[src/hdl/tgft_pkg.sv]
`default_nettype none
package tgft_pkg;

  localparam int SINE_TABLE_BITS_DEF = 10;

  // Operation codes of an input transaction.
  localparam logic [1:0] OP_UPDATE = 2'd0;
  localparam logic [1:0] OP_START  = 2'd1;
  localparam logic [1:0] OP_STOP   = 2'd2;

  // Register indexes (byte address is four times the index).
  localparam logic [2:0] REG_SPEED   = 3'd0;
  localparam logic [2:0] REG_HEADING = 3'd1;
  localparam logic [2:0] REG_LIFT    = 3'd2;
  localparam logic [2:0] REG_STRIDE  = 3'd3;
  localparam logic [2:0] REG_PERIOD  = 3'd4;

  localparam logic [8:0]         RST_SPEED   = 9'd128;
  localparam logic signed [12:0] RST_HEADING = 13'sd0;
  localparam logic [14:0]        RST_LIFT    = 15'd480;
  localparam logic [14:0]        RST_STRIDE  = 15'd640;
  localparam logic [15:0]        RST_PERIOD  = 16'd500;

  localparam logic signed [15:0] STANCE_Z = 16'sd960;

  typedef struct packed {
    logic [8:0]         speed_fraction;
    logic signed [12:0] heading_deg16;
    logic [14:0]        lift_height;
    logic [14:0]        stride;
    logic [15:0]        base_period_ms;
  } cfg_t;

  typedef struct packed {
    logic        start;
    logic [5:0]  steps;
    logic [15:0] rem_init;
    logic [31:0] dividend;
    logic [15:0] divisor;
  } div_cmd_t;

  typedef struct packed {
    logic        busy;
    logic [31:0] quot;
  } div_sts_t;

  function automatic logic signed [15:0] sat16(input logic signed [21:0] v);
    logic signed [15:0] r;
    if (v > 22'sd32767) r = 16'sd32767;
    else if (v < -22'sd32768) r = -16'sd32768;
    else r = 16'(v);
    return r;
  endfunction

endpackage
`default_nettype wire

[src/hdl/tgft_if.sv]
`default_nettype none
interface tgft_cmd_if;
  logic       valid;
  logic       ready;
  logic [1:0] operation;
  logic [31:0] now_ms;
  modport source (output valid, operation, now_ms, input ready);
  modport sink (input valid, operation, now_ms, output ready);
endinterface

interface tgft_foot_if;
  logic              valid;
  logic              ready;
  logic [1:0]        leg_index;
  logic signed [15:0] foot_x;
  logic signed [15:0] foot_y;
  logic signed [15:0] foot_z;
  logic              last_leg;
  modport source (output valid, leg_index, foot_x, foot_y, foot_z, last_leg, input ready);
  modport sink (input valid, leg_index, foot_x, foot_y, foot_z, last_leg, output ready);
endinterface
`default_nettype wire

[src/hdl/trot_gait_foot_trajectory.sv]
`default_nettype none
// Sequence: a running update is divided for the phase duration, then (except on a phase
// change) for the phase fraction, then takes 21 multiplier steps before its leg results.
// Flow: one input transaction at a time; a start or an update while stopped needs no output,
// a stop or a running update needs four output transactions before the next input is accepted.
// Reset (rst, synchronous): stopped, phase start and phase bit zero, all legs in
// stance, registers at their documented defaults.
module trot_gait_foot_trajectory #(
  parameter int SINE_TABLE_BITS = tgft_pkg::SINE_TABLE_BITS_DEF
) (
  input  wire logic        clk,
  input  wire logic        rst,
  tgft_cmd_if.sink         cmd,
  tgft_foot_if.source      foot,
  input  wire logic        psel,
  input  wire logic        penable,
  input  wire logic        pwrite,
  input  wire logic [4:0]  paddr,
  input  wire logic [31:0] pwdata,
  output logic [31:0]      prdata,
  output logic             pready
);

  localparam int B = SINE_TABLE_BITS;
  localparam int N = 1 << B;
  localparam int Q = N / 4;

  // Reciprocal of 45 scaled by 2^26; exact for every numerator below 2^20.
  localparam logic [20:0] HK_RECIP = 21'd1491309;

  // Sequencer states.
  localparam logic [2:0] ST_IDLE = 3'd0;
  localparam logic [2:0] ST_DADJ = 3'd1;
  localparam logic [2:0] ST_ELAP = 3'd2;
  localparam logic [2:0] ST_DP   = 3'd3;
  localparam logic [2:0] ST_HDIV = 3'd4;
  localparam logic [2:0] ST_MUL  = 3'd5;
  localparam logic [2:0] ST_EMIT = 3'd6;

  // Multiplier steps. Each sine evaluation takes four consecutive steps.
  localparam logic [4:0] M_EASE = 5'd0;
  localparam logic [4:0] M_KIDX = 5'd1;
  localparam logic [4:0] SIN_A  = 5'd2;
  localparam logic [4:0] M_LIFT = 5'd6;
  localparam logic [4:0] SIN_B  = 5'd7;
  localparam logic [4:0] M_COS  = 5'd11;
  localparam logic [4:0] SIN_C  = 5'd12;
  localparam logic [4:0] M_XS   = 5'd16;
  localparam logic [4:0] M_RXP  = 5'd17;
  localparam logic [4:0] M_RXN  = 5'd18;
  localparam logic [4:0] M_RYP  = 5'd19;
  localparam logic [4:0] M_RYN  = 5'd20;

  tgft_pkg::cfg_t     cfg;
  tgft_pkg::div_cmd_t dcmd;
  tgft_pkg::div_sts_t dsts;

  tgft_regs u_regs (
    .clk(clk), .rst(rst), .psel(psel), .penable(penable), .pwrite(pwrite),
    .paddr(paddr), .pwdata(pwdata), .prdata(prdata), .pready(pready), .cfg(cfg)
  );

  tgft_div u_div (.clk(clk), .rst(rst), .cmd(dcmd), .sts(dsts));

  // Control state.
  logic [2:0]  state;
  logic [4:0]  step;
  logic [1:0]  leg;
  logic        running;
  logic        phase_bit;
  logic [31:0] phase_start_ms;
  logic [3:0]  swing_flags;
  logic        stop_mode;

  // Datapath registers.
  logic [31:0]        now_r;
  logic [15:0]        p;
  logic [16:0]        e;
  logic [B-1:0]       ang;
  logic [B-1:0]       hk;
  logic [14:0]        u2;
  logic [14:0]        t;
  logic signed [15:0] sv;
  logic signed [15:0] sn;
  logic signed [15:0] cs;
  logic signed [15:0] lift;
  logic [14:0]        xs;
  logic signed [15:0] rxp, rxn, ryp, ryn;

  logic cmd_take, foot_take;
  assign cmd.ready = (state == ST_IDLE);
  assign cmd_take  = cmd.valid && cmd.ready;
  assign foot_take = foot.valid && foot.ready;

  // Phase duration operands: 2560*base over 10*s + 256, with s clamped to 256.
  logic [8:0]  s_cl;
  logic [12:0] den;
  logic [27:0] num;
  assign s_cl = (cfg.speed_fraction > 9'd256) ? 9'd256 : cfg.speed_fraction;
  assign den  = {1'b0, s_cl, 3'd0} + {3'd0, s_cl, 1'd0} + 13'd256;
  assign num  = {1'b0, cfg.base_period_ms, 11'd0} + {3'd0, cfg.base_period_ms, 9'd0};

  // The duration saturates to 16 bits; a zero duration or an elapsed time at or
  // past it ends the phase.
  logic [15:0] adj;
  logic [31:0] elapsed;
  logic        wrap;
  assign adj     = (|dsts.quot[31:16]) ? 16'hFFFF : dsts.quot[15:0];
  assign elapsed = now_r - phase_start_ms;
  assign wrap    = (adj == 16'd0) || (elapsed >= {16'd0, adj});

  // Heading brought into 0..5759, then its table index is round(h*N/5760).
  // Since 5760 is 128*45, the sum is shifted down by seven and divided by 45
  // through a reciprocal multiplication.
  logic signed [13:0] h;
  logic [31:0]        hx;
  logic [19:0]        hy;
  logic [40:0]        hprod;
  logic [B-1:0]       hk_calc;
  always_comb begin
    h = 14'(cfg.heading_deg16);
    if (h > 14'sd2880) h = h - 14'sd5760;
    if (h < -14'sd2880) h = h + 14'sd5760;
    if (h < 14'sd0) h = h + 14'sd5760;
    hx = (32'(unsigned'(h)) << B) + 32'd2880;
  end
  assign hy      = hx[26:7];
  assign hprod   = {21'd0, hy} * {20'd0, HK_RECIP};
  assign hk_calc = hprod[26 +: B];

  always_comb begin
    dcmd.start    = 1'b0;
    dcmd.steps    = 6'd32;
    dcmd.rem_init = 16'd0;
    dcmd.dividend = {4'd0, num};
    dcmd.divisor  = {3'd0, den};
    case (state)
      ST_IDLE: begin
        if (cmd_take && cmd.operation == tgft_pkg::OP_UPDATE && running) begin
          dcmd.start = 1'b1;
        end
      end
      ST_ELAP: begin
        if (!wrap) begin
          dcmd.start    = 1'b1;
          dcmd.steps    = 6'd16;
          dcmd.rem_init = elapsed[15:0];
          dcmd.dividend = 32'd0;
          dcmd.divisor  = adj;
        end
      end
      default: ;
    endcase
  end

  // Quarter-wave argument from the current angle index.
  logic [1:0]   quad;
  logic [B-3:0] rq;
  logic [B-2:0] us;
  logic [14:0]  u;
  assign quad = ang[B-1:B-2];
  assign rq   = ang[B-3:0];
  assign us   = quad[0] ? ((B-1)'(Q) - {1'b0, rq}) : {1'b0, rq};
  assign u    = 15'(us) << (16 - B);

  // Ease term and the lift angle index.
  logic [16:0] pe;
  logic [17:0] ksum;
  assign pe   = p[15] ? (17'h10000 - {1'b0, p}) : {1'b0, p};
  assign ksum = {1'b0, e} + 18'(1 << (16 - B));

  // The shared multiplier.
  logic signed [17:0] ma, mb;
  logic signed [35:0] prod;
  logic signed [21:0] m14;
  logic signed [35:0] rsum;
  assign prod = ma * mb;
  assign m14  = prod[35:14];
  assign rsum = prod + 36'sd8192;

  always_comb begin
    ma = 18'sd0;
    mb = 18'sd0;
    case (step)
      M_EASE: begin
        ma = $signed({1'b0, pe});
        mb = $signed({1'b0, pe});
      end
      SIN_A, SIN_B, SIN_C: begin
        ma = $signed({3'd0, u});
        mb = $signed({3'd0, u});
      end
      SIN_A + 5'd1, SIN_B + 5'd1, SIN_C + 5'd1: begin
        ma = 18'sd1160;
        mb = $signed({3'd0, u2});
      end
      SIN_A + 5'd2, SIN_B + 5'd2, SIN_C + 5'd2: begin
        ma = $signed({3'd0, t});
        mb = $signed({3'd0, u2});
      end
      SIN_A + 5'd3, SIN_B + 5'd3, SIN_C + 5'd3: begin
        ma = $signed({3'd0, t});
        mb = $signed({3'd0, u});
      end
      M_LIFT: begin
        ma = $signed({3'd0, cfg.lift_height});
        mb = 18'(sv);
      end
      M_XS: begin
        ma = $signed({3'd0, cfg.stride});
        mb = $signed({2'd0, p});
      end
      M_RXP: begin
        ma = $signed({3'd0, xs});
        mb = 18'(cs);
      end
      M_RXN: begin
        ma = -$signed({3'd0, xs});
        mb = 18'(cs);
      end
      M_RYP: begin
        ma = $signed({3'd0, xs});
        mb = 18'(sn);
      end
      M_RYN: begin
        ma = -$signed({3'd0, xs});
        mb = 18'(sn);
      end
      default: ;
    endcase
  end

  // Sequencer and block state.
  always_ff @(posedge clk) begin
    if (rst) begin
      state          <= ST_IDLE;
      step           <= 5'd0;
      leg            <= 2'd0;
      running        <= 1'b0;
      phase_bit      <= 1'b0;
      phase_start_ms <= 32'd0;
      swing_flags    <= 4'd0;
      stop_mode      <= 1'b0;
    end else begin
      case (state)
        ST_IDLE: begin
          if (cmd_take) begin
            case (cmd.operation)
              tgft_pkg::OP_START: begin
                running        <= 1'b1;
                phase_start_ms <= cmd.now_ms;
                phase_bit      <= 1'b0;
              end
              tgft_pkg::OP_STOP: begin
                running   <= 1'b0;
                stop_mode <= 1'b1;
                leg       <= 2'd0;
                state     <= ST_EMIT;
              end
              tgft_pkg::OP_UPDATE: begin
                if (running) state <= ST_DADJ;
              end
              default: ;
            endcase
          end
        end
        ST_DADJ: begin
          if (!dsts.busy) state <= ST_ELAP;
        end
        ST_ELAP: begin
          if (wrap) begin
            // The pair that was in stance takes over the swing.
            phase_start_ms <= now_r;
            phase_bit      <= !phase_bit;
            swing_flags    <= {phase_bit, !phase_bit, !phase_bit, phase_bit};
            state          <= ST_HDIV;
          end else begin
            state <= ST_DP;
          end
        end
        ST_DP: begin
          if (!dsts.busy) state <= ST_HDIV;
        end
        ST_HDIV: begin
          step  <= M_EASE;
          state <= ST_MUL;
        end
        ST_MUL: begin
          step <= step + 5'd1;
          if (step == M_RYN) begin
            stop_mode <= 1'b0;
            leg       <= 2'd0;
            state     <= ST_EMIT;
          end
        end
        ST_EMIT: begin
          if (foot_take) begin
            leg <= leg + 2'd1;
            if (leg == 2'd3) state <= ST_IDLE;
          end
        end
        default: state <= ST_IDLE;
      endcase
    end
  end

  // Datapath loads.
  always_ff @(posedge clk) begin
    if (cmd_take) now_r <= cmd.now_ms;
    if (state == ST_ELAP && wrap) p <= 16'd0;
    if (state == ST_DP && !dsts.busy) p <= dsts.quot[15:0];
    if (state == ST_HDIV) hk <= hk_calc;
    if (state == ST_MUL) begin
      case (step)
        M_EASE: e <= p[15] ? (17'h10000 - 17'(prod[35:15])) : 17'(prod[35:15]);
        M_KIDX: ang <= ksum[17-B +: B];
        SIN_A, SIN_B, SIN_C: u2 <= 15'(m14);
        SIN_A + 5'd1, SIN_B + 5'd1, SIN_C + 5'd1: t <= 15'(22'sd10512 - m14);
        SIN_A + 5'd2, SIN_B + 5'd2, SIN_C + 5'd2: t <= 15'(22'sd25736 - m14);
        SIN_A + 5'd3, SIN_B + 5'd3, SIN_C + 5'd3: sv <= quad[1] ? 16'(-m14) : 16'(m14);
        M_LIFT: begin
          lift <= tgft_pkg::sat16(22'(tgft_pkg::STANCE_Z) + m14);
          ang  <= hk;
        end
        M_COS: begin
          sn  <= sv;
          ang <= hk + B'(Q);
        end
        M_XS: begin
          cs <= sv;
          xs <= 15'(prod[35:16]);
        end
        M_RXP: rxp <= tgft_pkg::sat16(rsum[35:14]);
        M_RXN: rxn <= tgft_pkg::sat16(rsum[35:14]);
        M_RYP: ryp <= tgft_pkg::sat16(rsum[35:14]);
        M_RYN: ryn <= tgft_pkg::sat16(rsum[35:14]);
        default: ;
      endcase
    end
  end

  // Result transactions: one per leg, selected from the stored swing and
  // stance positions. A stop reports every foot at the stance point.
  logic swing_leg;
  assign swing_leg = swing_flags[leg];

  always_comb begin
    foot.valid     = (state == ST_EMIT);
    foot.leg_index = leg;
    foot.last_leg  = (leg == 2'd3);
    if (stop_mode) begin
      foot.foot_x = 16'sd0;
      foot.foot_y = 16'sd0;
      foot.foot_z = tgft_pkg::STANCE_Z;
    end else if (swing_leg) begin
      foot.foot_x = rxp;
      foot.foot_y = ryp;
      foot.foot_z = lift;
    end else begin
      foot.foot_x = rxn;
      foot.foot_y = ryn;
      foot.foot_z = tgft_pkg::STANCE_Z;
    end
  end

endmodule
`default_nettype wire

[src/hdl/tgft_regs.sv]
`default_nettype none
module tgft_regs (
  input  wire logic        clk,
  input  wire logic        rst,
  input  wire logic        psel,
  input  wire logic        penable,
  input  wire logic        pwrite,
  input  wire logic [4:0]  paddr,
  input  wire logic [31:0] pwdata,
  output logic [31:0]      prdata,
  output logic             pready,
  output tgft_pkg::cfg_t   cfg
);

  logic wr;
  assign wr = psel && penable && pwrite;
  assign pready = 1'b1;

  always_ff @(posedge clk) begin
    if (rst) begin
      cfg.speed_fraction <= tgft_pkg::RST_SPEED;
      cfg.heading_deg16  <= tgft_pkg::RST_HEADING;
      cfg.lift_height    <= tgft_pkg::RST_LIFT;
      cfg.stride         <= tgft_pkg::RST_STRIDE;
      cfg.base_period_ms <= tgft_pkg::RST_PERIOD;
    end else if (wr) begin
      case (paddr[4:2])
        tgft_pkg::REG_SPEED:   cfg.speed_fraction <= pwdata[8:0];
        tgft_pkg::REG_HEADING: cfg.heading_deg16  <= $signed(pwdata[12:0]);
        tgft_pkg::REG_LIFT:    cfg.lift_height    <= pwdata[14:0];
        tgft_pkg::REG_STRIDE:  cfg.stride         <= pwdata[14:0];
        tgft_pkg::REG_PERIOD:  cfg.base_period_ms <= pwdata[15:0];
        default: ;
      endcase
    end
  end

  always_comb begin
    case (paddr[4:2])
      tgft_pkg::REG_SPEED:   prdata = {23'd0, cfg.speed_fraction};
      tgft_pkg::REG_HEADING: prdata = {19'd0, cfg.heading_deg16};
      tgft_pkg::REG_LIFT:    prdata = {17'd0, cfg.lift_height};
      tgft_pkg::REG_STRIDE:  prdata = {17'd0, cfg.stride};
      tgft_pkg::REG_PERIOD:  prdata = {16'd0, cfg.base_period_ms};
      default:               prdata = 32'd0;
    endcase
  end

endmodule
`default_nettype wire

[src/hdl/tgft_div.sv]
`default_nettype none
module tgft_div (
  input  wire logic           clk,
  input  wire logic           rst,
  input  tgft_pkg::div_cmd_t  cmd,
  output tgft_pkg::div_sts_t  sts
);

  // Restoring divider, one quotient bit per cycle. The remainder may start
  // nonzero, which lets a fraction be computed with an all-zero dividend.
  logic        busy;
  logic [5:0]  cnt;
  logic [15:0] rem;
  logic [31:0] dvd;
  logic [15:0] dsr;
  logic [31:0] quo;
  logic [16:0] trial;
  logic        fits;

  assign trial = {rem, dvd[31]};
  assign fits  = trial >= {1'b0, dsr};

  always_ff @(posedge clk) begin
    if (rst) begin
      busy <= 1'b0;
      cnt  <= 6'd0;
    end else if (cmd.start) begin
      busy <= 1'b1;
      cnt  <= cmd.steps;
    end else if (busy) begin
      cnt <= cnt - 6'd1;
      if (cnt == 6'd1) busy <= 1'b0;
    end
  end

  always_ff @(posedge clk) begin
    if (cmd.start) begin
      rem <= cmd.rem_init;
      dvd <= cmd.dividend;
      dsr <= cmd.divisor;
      quo <= 32'd0;
    end else if (busy) begin
      rem <= fits ? 16'(trial - {1'b0, dsr}) : trial[15:0];
      dvd <= {dvd[30:0], 1'b0};
      quo <= {quo[30:0], fits};
    end
  end

  assign sts.busy = busy;
  assign sts.quot = quo;

endmodule
`default_nettype wire
[src/flat_wrapper.sv]
// flat-port wrapper written by rule: the top's interface ports become plain ports
module trot_gait_foot_trajectory_flat 
#(
  parameter int SINE_TABLE_BITS = tgft_pkg::SINE_TABLE_BITS_DEF
)
  (clk, rst, psel, penable, pwrite, paddr, pwdata, prdata, pready, cmd_valid, cmd_operation, cmd_now_ms, cmd_ready, foot_valid, foot_leg_index, foot_foot_x, foot_foot_y, foot_foot_z, foot_last_leg, foot_ready);
  tgft_cmd_if cmd_i ();
  tgft_foot_if foot_i ();
  input  wire logic clk;
  input  wire logic rst;
  input  wire logic psel;
  input  wire logic penable;
  input  wire logic pwrite;
  input  wire logic [4:0] paddr;
  input  wire logic [31:0] pwdata;
  output logic [31:0] prdata;
  output logic pready;
  input wire logic [$bits(cmd_i.valid)-1:0] cmd_valid;
  input wire logic [$bits(cmd_i.operation)-1:0] cmd_operation;
  input wire logic [$bits(cmd_i.now_ms)-1:0] cmd_now_ms;
  output wire logic [$bits(cmd_i.ready)-1:0] cmd_ready;
  output wire logic [$bits(foot_i.valid)-1:0] foot_valid;
  output wire logic [$bits(foot_i.leg_index)-1:0] foot_leg_index;
  output wire logic [$bits(foot_i.foot_x)-1:0] foot_foot_x;
  output wire logic [$bits(foot_i.foot_y)-1:0] foot_foot_y;
  output wire logic [$bits(foot_i.foot_z)-1:0] foot_foot_z;
  output wire logic [$bits(foot_i.last_leg)-1:0] foot_last_leg;
  input wire logic [$bits(foot_i.ready)-1:0] foot_ready;
  assign cmd_i.valid = cmd_valid;
  assign cmd_i.operation = cmd_operation;
  assign cmd_i.now_ms = cmd_now_ms;
  assign cmd_ready = cmd_i.ready;
  assign foot_valid = foot_i.valid;
  assign foot_leg_index = foot_i.leg_index;
  assign foot_foot_x = foot_i.foot_x;
  assign foot_foot_y = foot_i.foot_y;
  assign foot_foot_z = foot_i.foot_z;
  assign foot_last_leg = foot_i.last_leg;
  assign foot_i.ready = foot_ready;
  trot_gait_foot_trajectory #(.SINE_TABLE_BITS(SINE_TABLE_BITS)) u_core (.clk(clk), .rst(rst), .cmd(cmd_i), .foot(foot_i), .psel(psel), .penable(penable), .pwrite(pwrite), .paddr(paddr), .pwdata(pwdata), .prdata(prdata), .pready(pready));
endmodule
[config.mk]
export PLATFORM = sky130hd
export DESIGN_NAME = trot_gait_foot_trajectory_flat
export DESIGN_NICKNAME = d
export VERILOG_FILES = /design/src/hdl/tgft_pkg.sv /design/src/hdl/tgft_if.sv /design/src/hdl/trot_gait_foot_trajectory.sv /design/src/hdl/tgft_regs.sv /design/src/hdl/tgft_div.sv /design/src/flat_wrapper.sv
export SDC_FILE = /design/constraint.sdc
export NUM_CORES = 2
export LEC_CHECK = 0
export BUFFER_PORTS_ARGS = -buffer_cell sky130_fd_sc_hd__buf_2
export CORE_MARGIN = 1.5
export CORE_UTILIZATION = 41
export DETAILED_ROUTE_END_ITERATION = 12
export HOLD_SLACK_MARGIN = 0.06
export RECOVER_POWER = 100
export SLEW_MARGIN = 20
export SYNTH_ARGS = -nofsm -noshare
export SYNTH_HDL_FRONTEND = slang
export SYNTH_SLANG_ARGS = --single-unit
export TNS_END_PERCENT = 50
[constraint.sdc]
create_clock -name clk -period 15.2 [get_ports clk]
set_input_delay 0.76 -clock clk [delete_from_list [all_inputs] [get_ports clk]]
set_output_delay 0.76 -clock clk [all_outputs]
set_load 0.005 [all_outputs]
==> impl_metrics.env <==
export IMPL_slew_violations=501
export IMPL_start_util_pct=41.4
export IMPL_synth_area_leaders="edfxtp_1 21%, fa_1 19%, ha_1 9.5%, dfxtp_1 7.1%, inv_1 6.2%"
export IMPL_hold_slack_ns=0.320
export IMPL_viasPerCell=5.45
export IMPL_yosys_warnings=0
export IMPL_cts_tree="done"
export IMPL_clk_latency_ns=0.63
export IMPL_rows=119
export IMPL_avgRoutedWirePerCell_um=20.2
export IMPL_grt_overflow=0
export IMPL_synth_edf_count=307
export IMPL_area_growth_pct=8.22
export IMPL_crit_type="reg -> reg"
export IMPL_drc=0
export IMPL_tightestPinTransition_ns=3.35
export IMPL_yosysTopAreaCell="edfxtp_1"
export IMPL_violations="capacitance limit, slew limit"
export IMPL_cts_buffers=48
export IMPL_die_height_um=329
export IMPL_startpoint_type="flip-flop"
export IMPL_setup_violations=0
export IMPL_worst_hold_path_type="in -> reg"
export IMPL_setup_tns_final_ns=0
export IMPL_cts_max_level=2
export IMPL_syn_cell_area_mm2=0.0435
export IMPL_grt_pass1_wl_um=198000
export IMPL_cp_max_fo=25
export IMPL_status="finished, violations left"
export IMPL_path_clk_slew_ns=0.06
export IMPL_ys_ff_latch=461
export IMPL_yosys_cell_types_count=86
export IMPL_ant_nets=0
export IMPL_hold_buffers=0
export IMPL_clk_path_buf_depth=3
export IMPL_hold_violations=0
export IMPL_grt_use_total_pct=23.5
export IMPL_cp_arrival_ns=14.31
export IMPL_end_kind="flip-flop"
export IMPL_hpwl_um=97700
export IMPL_grt_pass1_vias=34000
export IMPL_fmax_ghz=0.0712
export IMPL_antenna_found_initial=5
export IMPL_cts_sinks=461
export IMPL_ys_seq_area_share_pct=28.3
export IMPL_post_cts_setup_buffers=0
export IMPL_crit_path_top_delay_cell="a211oi_1"
export IMPL_drt_total_wl_um=126000
export IMPL_cap_violations=14
export IMPL_grt_setup_unrepaired="no"
export IMPL_fp_dieArea_mm2=0.108
export IMPL_place_congestion=0.940
export IMPL_synthArstFlopShare_pct=0
export IMPL_syn_inst=4773
export IMPL_die_w_um=329
export IMPL_first_pass_iters=8
export IMPL_post_route_period_util_pct=92.4
export IMPL_cp_common_cell="inv_1"
export IMPL_post_cts_resized=0
export IMPL_slew_headroom_pct=-124
export IMPL_portBuffers=128
export IMPL_min_period_ns=14.05
export IMPL_finClkSkew_ns=0.0275
export IMPL_cpPeakStageDelay_ns=1.26
export IMPL_first_iter_violations=2904
export IMPL_grt_max_degree=79
export IMPL_coreArea_mm2=0.105
export IMPL_drive_above_1_share_pct=4.92
export IMPL_avgSynthCellArea_um2=9.12
export IMPL_synth_top_cell_area_share_pct=21.2
export IMPL_clock_tree_root_cell="clkbuf_16"
export IMPL_ys_dominant_reg_cell="edfxtp_1"
export IMPL_io_pins=164
export IMPL_via_count=34100
export IMPL_nNetsFinal=5649
export IMPL_critPathRequiredTime_ns=15.46
==> logic make-up after synthesis <==
logic type,Yosys count,synth area share [%]
buffers and inverters,951,8.38
DFF,461,28.3
adders and majority gates,750,28.8
xor gates and xnor gates,195,3.92
AOI/OAI and AO/OA,794,12.1
other,2,0.0172
muxes,111,2.66
and+or+nand+nor,1509,15.9
==> Yosys cell counts (all sizes together), types with 9 or more instances <==
library cell  number
a211oi            28
nor4              23
a211o             11
nor3              67
a2111oi           11
xor2              55
dfxtp            154
o31a              34
nor2             420
o31ai             19
nand3b            18
mux2i             84
buf               35
nor2b             37
nand3             77
a22oi             14
o211ai            24
clkbuf           183
or4                9
a21boi            10
o21a              15
edfxtp           307
a222oi            20
xnor2            140
o22ai             58
fa               421
nand2b            42
a21oi            235
ha               329
nand2            578
nand4             34
or3               54
o21bai            25
o21ai            144
and2              50
or2               16
a31oi             23
inv              728
a21o              55
and3              48
mux2              27
==> area by class of cell <==
cell class                      instances  area, µm²
Inverter                              733       2750
Fill cell                           10300      58100
Tap cell                             1391       1740
Clock buffer                           63       1370
Clock inverter                         25        299
Multi-Input combinational cell       3383      27700
Antenna cell                            3       7.51
Sequential cell                       461      12300
Timing Repair Buffer                  194        940
==> routing by layer <==
layer | track usage [%] | wire length (µm)
met5 | 0 | 0
met1 | 32.8 | 55900
met3 | 2.99 | 8180
met2 | 38.1 | 58400
met4 | 6.98 | 3930
==> through the flow <==
| stage | utilization (%) | std cells | cell area (µm²) | setup WS (ns) |
|---|---|---|---|---|
| 2_1_floorplan | - | 4795 | 43600 | 4.38 |
| 3_3_place_gp | 43.4 | 6160 | 45700 | 2.24 |
| 3_5_place_dp | 43.4 | 6160 | 45700 | 2.18 |
| 4_1_cts | 45.0 | 6248 | 47400 | 2.15 |
| 5_1_grt | 44.8 | 6252 | 47100 | 0.590 |
| 6_report | 44.8 | 6253 | 47100 | 1.15 |
==> state kept, by name (all words and copies together) (netlist names), 23 cells and up <==
signal,flops
u_core.u_div.quo,32
u_core.now_r,32
u_core.u_div.dvd,23
u_core.u_regs.cfg,68
u_core.phase_start_ms,32
==> cell usage in the layout, fill, tap and decap left out, drive strengths merged, types with 15 or more instances in the layout <==
master	n
and2	50
edfxtp	307
nor2b	37
nand2	578
a211oi	28
o31ai	19
o211ai	24
nand3b	18
a21o	55
dfxtp	154
and3	48
a21oi	235
mux2	27
a31oi	23
nand3	77
clkbuf	169
o21ai	144
conb	24
nor4	23
mux2i	84
nor3	67
nor2	420
xnor2	140
or3	54
inv	730
o21bai	25
buf	88
ha	329
fa	421
o21a	15
o22ai	58
nand2b	42
nand4	34
xor2	55
clkinv	17
o31a	34
a222oi	20
or2	16
==> worst max-delay path: cells and delay by family (launching register included) <==
family | cells | cell delay [ns]
AOI/OAI and AO/OA | 10 | 3.84
xor gates and xnor gates | 1 | 0.74
adders and majority gates | 8 | 3.13
buffers and inverters | 6 | 1.15
DFF | 1 | 0.84
muxes | 1 | 0.17
and+or+nand+nor | 12 | 3.79
==> worst paths after layout <==
check / startpoint / endpoint / slack, ns / cells past startpoint
worst max register to register: u_core.step[3] / u_core.ryn[11] / 1.15 / 38
worst min-delay path: cmd_now_ms[28] / u_core.now_r[28] / 0.32 / 1
worst max-delay path: u_core.step[3] / u_core.ryn[11] / 1.15 / 38
worst min register to register: u_core.u_regs.cfg[17] / u_core.u_regs.cfg[17] / 0.48 / 2
Power is not shown: default switching activity piles up to over one toggle a cycle in this logic, so the estimate is an artifact.
